==> config.mk <==
export PLATFORM = sky130hd
export DESIGN_NAME = range_bounded_bit_packer
export DESIGN_NICKNAME = d
export VERILOG_FILES = /design/src/rtl/rbbp_pkg.sv /design/src/rtl/rbbp_width.sv /design/src/rtl/range_bounded_bit_packer.sv
export SDC_FILE = /design/constraint.sdc
export NUM_CORES = 1
export LEC_CHECK = 0
export ABC_AREA = 1
export BUFFER_PORTS_ARGS = -buffer_cell sky130_fd_sc_hd__clkbuf_2
export CORE_MARGIN = 2
export CORE_UTILIZATION = 50
export CTS_BUF_LIST = sky130_fd_sc_hd__clkbuf_16
export DETAILED_ROUTE_END_ITERATION = 10
export PLACE_DENSITY = 0.69
export SYNTH_ARGS = -nofsm -noshare
export SYNTH_HDL_FRONTEND = slang
export SYNTH_SLANG_ARGS = --single-unit
==> constraint.sdc <==
create_clock -name aclk -period 12.3 [get_ports aclk]
set_input_delay 0.615 -clock aclk [delete_from_list [all_inputs] [get_ports aclk]]
set_output_delay 0.615 -clock aclk [all_outputs]
set_load 0.03 [all_outputs]
==> src/rtl/rbbp_pkg.sv <==
`timescale 1ns / 1ps
`default_nettype none
// ----------------------------------------------------------------------------
// Range bounded bit packer package
// Shared types and constants: item layouts, command and status codes, sizes.
// ----------------------------------------------------------------------------
package rbbp_pkg;

    // Upper limit of the destination buffer in 32-bit words.
    localparam int MAX_WORDS = 1024;

    localparam int WORD_W   = 32;
    localparam int BUFW_W   = 11;   // buffer_words register and slot counter
    localparam int INDEX_W  = 10;   // reported slot index
    localparam int COUNT_W  = 5;    // bits held between items, 0..31
    localparam int FWIDTH_W = 6;    // field width, 0..32
    localparam int TOTAL_W  = 16;   // bit total since restart

    localparam logic [BUFW_W-1:0] BUF_WORDS_RESET = BUFW_W'(1024);

    // The effective capacity is min(buffer_words, MAX_WORDS). A limit beyond
    // what the register can express never clips, so it saturates here.
    localparam logic [BUFW_W-1:0] MAX_WORDS_CAP =
        (MAX_WORDS > (2**BUFW_W - 1)) ? {BUFW_W{1'b1}} : BUFW_W'(MAX_WORDS);

    typedef enum logic [1:0] {
        CMD_WRITE   = 2'd0,
        CMD_FLUSH   = 2'd1,
        CMD_RESTART = 2'd2
    } cmd_t;

    typedef enum logic [1:0] {
        ST_OK       = 2'd0,
        ST_OVERFLOW = 2'd1,
        ST_RANGE    = 2'd2
    } status_t;

    typedef struct packed {
        logic [1:0]        cmd;
        logic [WORD_W-1:0] value;
        logic [WORD_W-1:0] min_value;
        logic [WORD_W-1:0] max_value;
    } in_item_t;

    typedef struct packed {
        logic               word_valid;
        logic [WORD_W-1:0]  word_out;
        logic [INDEX_W-1:0] word_index;
        logic [1:0]         status;
        logic               sticky_overflow;
        logic [TOTAL_W-1:0] bits_written;
    } out_item_t;

endpackage
`default_nettype wire

==> src/rtl/rbbp_width.sv <==
`timescale 1ns / 1ps
`default_nettype none
// ----------------------------------------------------------------------------
// Range bounded bit packer field width
// Computes floor(log2(max - min)) + 1, or zero when min equals max.
// ----------------------------------------------------------------------------
module rbbp_width (
    input  wire logic [rbbp_pkg::WORD_W-1:0]   min_value,
    input  wire logic [rbbp_pkg::WORD_W-1:0]   max_value,
    output logic      [rbbp_pkg::FWIDTH_W-1:0] width
);
    import rbbp_pkg::*;

    logic [WORD_W-1:0]   span;
    logic [FWIDTH_W-1:0] msb_plus_one;

    assign span = max_value - min_value;

    // Leading-one detector: the highest set bit wins.
    always_comb begin
        msb_plus_one = '0;
        for (int i = 0; i < WORD_W; i++) begin
            if (span[i]) begin
                msb_plus_one = FWIDTH_W'(i + 1);
            end
        end
    end

    assign width = (min_value == max_value) ? '0 : msb_plus_one;

endmodule
`default_nettype wire

==> src/rtl/range_bounded_bit_packer.sv <==
`timescale 1ns / 1ps
`default_nettype none
// ----------------------------------------------------------------------------
// Range bounded bit packer
// Packs range-bounded integers LSB first into consecutive 32-bit words.
// ----------------------------------------------------------------------------
// Usage:
//   Each input item on the s_ channel carries a command (write, flush or
//   restart) and, for a write, a value with its inclusive range. A write
//   appends (value - min_value) in floor(log2(max - min)) + 1 bits; a flush
//   emits any partial word; a restart clears the packing state.
//   Every input item produces exactly one result item on the m_ channel,
//   which reports the emitted word (if any), its slot, a status code, the
//   sticky overflow flag and the running bit total.
//   The accepting edge loads the input register, and the result register
//   loads from it when the output advances, raising m_valid. Throughput is one
//   item per cycle unless the receiver stalls; width detection, the 64-bit
//   shift/merge and the capacity compare sit in the single stage between them.
//   When the receiver stalls, the result register holds its item, the input
//   register takes one more item, and s_ready then drops until m_ready
//   returns; nothing is dropped or repeated.
//   Reset (aresetn low, synchronous) empties both registers, clears the
//   scratch word, counters and overflow flag, and sets buffer_words to 1024.
//   buffer_words is written through cfg_wr_en/cfg_wr_data and is expected to
//   change only while no item is in flight.
// ----------------------------------------------------------------------------
module range_bounded_bit_packer (
    input  wire logic                       aclk,
    input  wire logic                       aresetn,

    input  wire logic                       s_valid,
    output logic                            s_ready,
    input  wire rbbp_pkg::in_item_t         s_data,

    output logic                            m_valid,
    input  wire logic                       m_ready,
    output rbbp_pkg::out_item_t             m_data,

    input  wire logic                       cfg_wr_en,
    input  wire logic [rbbp_pkg::BUFW_W-1:0] cfg_wr_data
);
    import rbbp_pkg::*;

    // Configuration register.
    logic [BUFW_W-1:0] buf_words_reg;

    // Pipeline registers.
    logic      inp_valid_reg;
    in_item_t  inp_item_reg;
    logic      out_valid_reg;
    out_item_t out_item_reg;
    out_item_t out_item_next;

    // Packing state. Between items fewer than 32 bits are ever held, so the
    // scratch register keeps just one word and a five-bit count.
    logic [WORD_W-1:0]  scratch_reg,   scratch_next;
    logic [COUNT_W-1:0] count_reg,     count_next;
    logic [BUFW_W-1:0]  slot_reg,      slot_next;
    logic [TOTAL_W-1:0] total_reg,     total_next;
    logic               overflow_reg,  overflow_next;

    // Handshake and advance control.
    logic advance;
    logic step;

    assign advance = !out_valid_reg || m_ready;
    assign step    = inp_valid_reg && advance;
    assign s_ready = !inp_valid_reg || advance;
    assign m_valid = out_valid_reg;
    assign m_data  = out_item_reg;

    // Datapath for the item in the input register.
    logic [FWIDTH_W-1:0]  fwidth;
    logic [BUFW_W-1:0]    cap;
    logic [TOTAL_W:0]     cap_bits;
    logic [TOTAL_W:0]     need_bits;
    logic [FWIDTH_W-1:0]  count_sum;
    logic                 completes;
    logic                 in_range;
    logic                 slots_full;
    logic [WORD_W-1:0]    offset;
    logic [2*WORD_W-1:0]  merged;

    rbbp_width u_width (
        .min_value (inp_item_reg.min_value),
        .max_value (inp_item_reg.max_value),
        .width     (fwidth)
    );

    assign cap        = (buf_words_reg < MAX_WORDS_CAP) ? buf_words_reg : MAX_WORDS_CAP;
    assign cap_bits   = {1'b0, cap, 5'b0};
    assign need_bits  = {1'b0, total_reg} + (TOTAL_W + 1)'(fwidth);
    assign count_sum  = {1'b0, count_reg} + fwidth;
    assign completes  = count_sum[FWIDTH_W-1];
    assign slots_full = (slot_reg >= cap);
    assign in_range   = (inp_item_reg.value >= inp_item_reg.min_value) &&
                        (inp_item_reg.value <= inp_item_reg.max_value);

    // A value inside its range already fits in the field width, so the
    // offset needs no mask before it is merged above the held bits.
    assign offset = inp_item_reg.value - inp_item_reg.min_value;
    assign merged = {{WORD_W{1'b0}}, scratch_reg} | ({{WORD_W{1'b0}}, offset} << count_reg);

    always_comb begin
        scratch_next  = scratch_reg;
        count_next    = count_reg;
        slot_next     = slot_reg;
        total_next    = total_reg;
        overflow_next = overflow_reg;

        out_item_next                 = '0;
        out_item_next.status          = ST_OK;

        case (cmd_t'(inp_item_reg.cmd))
            CMD_WRITE: begin
                if (!in_range) begin
                    out_item_next.status = ST_RANGE;
                end else if ((need_bits > cap_bits) || (completes && slots_full)) begin
                    out_item_next.status = ST_OVERFLOW;
                    overflow_next        = 1'b1;
                end else if (fwidth != '0) begin
                    total_next = total_reg + TOTAL_W'(fwidth);
                    if (completes) begin
                        out_item_next.word_valid = 1'b1;
                        out_item_next.word_out   = merged[WORD_W-1:0];
                        out_item_next.word_index = slot_reg[INDEX_W-1:0];
                        slot_next    = slot_reg + BUFW_W'(1);
                        scratch_next = merged[2*WORD_W-1:WORD_W];
                    end else begin
                        scratch_next = merged[WORD_W-1:0];
                    end
                    count_next = count_sum[COUNT_W-1:0];
                end
            end
            CMD_FLUSH: begin
                if (count_reg != '0) begin
                    if (slots_full) begin
                        out_item_next.status = ST_OVERFLOW;
                        overflow_next        = 1'b1;
                    end else begin
                        out_item_next.word_valid = 1'b1;
                        out_item_next.word_out   = scratch_reg;
                        out_item_next.word_index = slot_reg[INDEX_W-1:0];
                        slot_next = slot_reg + BUFW_W'(1);
                    end
                    scratch_next = '0;
                    count_next   = '0;
                end
            end
            CMD_RESTART: begin
                scratch_next  = '0;
                count_next    = '0;
                slot_next     = '0;
                total_next    = '0;
                overflow_next = 1'b0;
            end
            default: begin
                // Unused command code: no state change, status ok.
            end
        endcase

        out_item_next.sticky_overflow = overflow_next;
        out_item_next.bits_written    = total_next;
    end

    // Control and state registers.
    always_ff @(posedge aclk) begin
        if (!aresetn) begin
            buf_words_reg <= BUF_WORDS_RESET;
            inp_valid_reg <= 1'b0;
            out_valid_reg <= 1'b0;
            scratch_reg   <= '0;
            count_reg     <= '0;
            slot_reg      <= '0;
            total_reg     <= '0;
            overflow_reg  <= 1'b0;
        end else begin
            if (cfg_wr_en) begin
                buf_words_reg <= cfg_wr_data;
            end
            if (s_ready) begin
                inp_valid_reg <= s_valid;
            end
            if (advance) begin
                out_valid_reg <= inp_valid_reg;
            end
            if (step) begin
                scratch_reg  <= scratch_next;
                count_reg    <= count_next;
                slot_reg     <= slot_next;
                total_reg    <= total_next;
                overflow_reg <= overflow_next;
            end
        end
    end

    // Payload registers.
    always_ff @(posedge aclk) begin
        if (s_ready && s_valid) begin
            inp_item_reg <= s_data;
        end
        if (step) begin
            out_item_reg <= out_item_next;
        end
    end

endmodule
`default_nettype wire
==> impl_metrics.env <==
export IMPL_cts_tree="done"
export IMPL_final_cell_mix="nand2_1, inv_1, nand3_1"
export IMPL_gr_total_overflow=0
export IMPL_syn_to_final_growth_pct=11.8
export IMPL_yosys_register_bits=238
export IMPL_worst_path_max_fanout=54
export IMPL_ctsHtreeMaxLevel=1
export IMPL_drt_initial_drc_count=1257
export IMPL_outcome="completed"
export IMPL_num_rows=68
export IMPL_netlist_area_pre_place_sq_um=17300
export IMPL_cp_data_arrival_time_ns=8.79
export IMPL_grt_first_pass_wirelength_um=75000
export IMPL_tns_ns=0
export IMPL_cp_data_required_time_ns=12.70
export IMPL_track_usage=0.257
export IMPL_ys_async_sr_fraction=0
export IMPL_share_comb_of_total_power=0.309
export IMPL_synth_enable_flop_cells=160
export IMPL_rsz0062_at_grt="false"
export IMPL_ioPinCount=178
export IMPL_hold_viol_final=0
export IMPL_cts_hold_buffers_added=0
export IMPL_die_y_um=190
export IMPL_drv_max_cap_violation_count=0
export IMPL_power_per_cell_area_nw_per_um2=128
export IMPL_layout_cells_most_common="nand2_1"
export IMPL_vias_per_cell=5.39
export IMPL_routed_wirelength_um=46500
export IMPL_clock_fmax_ghz=0.119
export IMPL_report_final_setup_viol=0
export IMPL_critical_path_slowest_cell="inv_4"
export IMPL_cpMostUsedCell="nand2_1"
export IMPL_cts_post_setup_buffers_inserted=0
export IMPL_p_int_mw=1.62
export IMPL_timing_critical_path_to_type="register"
export IMPL_area_of_the_die_sq_um=36100
export IMPL_start_util=0.504
export IMPL_worstMarginPinSlew_ns=1.10
export IMPL_grt_max_degree=78
export IMPL_synthCells=2343
export IMPL_die_x_um=190
export IMPL_cpPeakStageDelay_ns=0.53
export IMPL_dominantRegCellSynth="edfxtp_1"
export IMPL_clock_sinks=238
export IMPL_clk_transition_reported_paths_ns=0.06
export IMPL_drc_errors=0
export IMPL_largest_register_ffs=98
export IMPL_maximum_clock_insertion_buffer_count=3
export IMPL_numCtsBuffers=26
export IMPL_synth_seq_area_share=0.368
export IMPL_antenna_left=0
export IMPL_syn_avg_cell_area_sq_um=7.38
export IMPL_timing_slew_headroom=0.264
export IMPL_ys_types=60
export IMPL_swShare=0.347
export IMPL_diodes=0
export IMPL_class_of_the_most_critical_setup_path="reg2reg"
export IMPL_firstDrtPassIters=5
export IMPL_timing_max_transition_violations_final=0
export IMPL_num_nets_final=2727
export IMPL_cts_resizes=0
export IMPL_synth_nets=2595
export IMPL_clock_latency_on_the_worst_skew_pair_ns=0.55
export IMPL_power_leakage_nw=9.06
export IMPL_post_drt_wl_per_cell_um=15.8
export IMPL_grt_antenna_before_repair=0
export IMPL_power_share_clock=0.319
export IMPL_sequentialPowerShare=0.372
export IMPL_core_area_sq_um=34300
export IMPL_p_switching_mw=0.860
export IMPL_timing_final_crit_share=0.682
export IMPL_ys_warnings_count=0
export IMPL_start_kind="register"
export IMPL_timing_hold_worst_class="in2reg"
export IMPL_layout_min_cycle_time_ns=8.38
export IMPL_max_vdd_ir_drop_uv=119
export IMPL_skew_ns=0.0113
export IMPL_buffer_ports_inserted=177
export IMPL_hpwl_um=36200
export IMPL_cts_root_buffer="clkbuf_16"
export IMPL_layout_drive_gt1_share=0.117
export IMPL_first_global_vias=14900
export IMPL_vias=15900
export IMPL_utilization=0.564
export IMPL_gpl_final_weighted_congestion=0.963
critical path, delay by kind of cell (launching register included):
kind                       cells  cell delay, ns
and+or+nand+nor               31            3.26
AOI/OAI and AO/OA              9            1.95
adders and majority gates      5            1.41
buffers and inverters          6            0.90
DFF                            1            0.39
xor gates and xnor gates       2            0.32
per-layer routing:
metal / vias to the layer above / part of all wire / global-route usage
met3: 79 / 0.056 / 0.0284
met4: 0 / 0.036 / 0.0981
met5: - / 0 / 0
met2: 486 / 0.45 / 0.414
met1: 7259 / 0.46 / 0.355
li1: 8080 / - / -
per-stage QoR:
step / worst slack, ns / total power, mW / hold slack (ns) / instance area [sq um] / cells
after floorplan: 5.67 / 1.49 / 0.430 / 17300 / 2343
after global placement: 4.23 / 1.69 / 0.444 / 18500 / 2902
after detailed placement: 4.02 / 1.69 / 0.454 / 18500 / 2902
after CTS: 4.00 / 2.49 / 0.218 / 19300 / 2950
after global routing: 2.90 / 2.63 / 0.220 / 19300 / 2950
final: 3.92 / 2.48 / 0.240 / 19300 / 2950
synthesized netlist by cell type, types with 7 or more instances:
library cell	number	area, sq um
buf_2	12	60.1
nor2_2	9	56.3
nand3_1	239	1200
a31oi_1	7	43.8
xnor2_1	21	184
o21bai_1	10	75.1
or2_2	25	156
ha_1	134	1680
xor2_1	38	333
nand4_1	26	163
nand2_2	11	68.8
dfxtp_1	78	1560
a21o_1	8	60.1
o211ai_1	35	263
nor3_1	23	115
o21a_1	7	52.6
inv_1	312	1170
clkbuf_1	50	188
nand2_1	545	2050
edfxtp_1	160	4800
nor2_1	192	721
a21oi_1	145	726
o21ai_0	145	726
o22ai_1	22	138
buf_1	14	52.6
area by class of cell:
cell class / instances / area, sq um
Fill cell: 3318 / 15000
Sequential cell: 238 / 6370
Timing Repair Buffer: 188 / 968
Inverter: 320 / 1210
Tap cell: 455 / 569
Multi-Input combinational cell: 1701 / 9350
Clock buffer: 26 / 651
Clock inverter: 22 / 224
worst paths after layout:
path                                  startpoint               end  slack (ns)  cells after the start
worst max-delay path             inp_item_reg[0]   scratch_reg[23]        3.92                     53
worst min register to register  buf_words_reg[0]  buf_words_reg[0]        0.46                      2
worst min-delay path                  s_data[78]  inp_item_reg[78]        0.24                      1
worst max register to register   inp_item_reg[0]   scratch_reg[23]        3.92                     53
cells by family after synthesis:
group	share of synthesized area
simple gates	0.276
mux	0.00174
flops	0.368
compound gates	0.130
fa+ha+maj	0.102
buf+inv	0.0916
xor+xnor	0.0308
power by group through the flow:
stage               Combinational (mW)  Sequential, mW  Clock (mW)
floorplan                        0.536           0.957           0
global placement                 0.746           0.940           0
detailed placement               0.753           0.941           0
CTS                              0.758           0.924       0.807
global route                     0.864           0.928       0.841
finish                           0.766           0.924       0.790
Note: power is estimated with default switching activity, not from simulation.
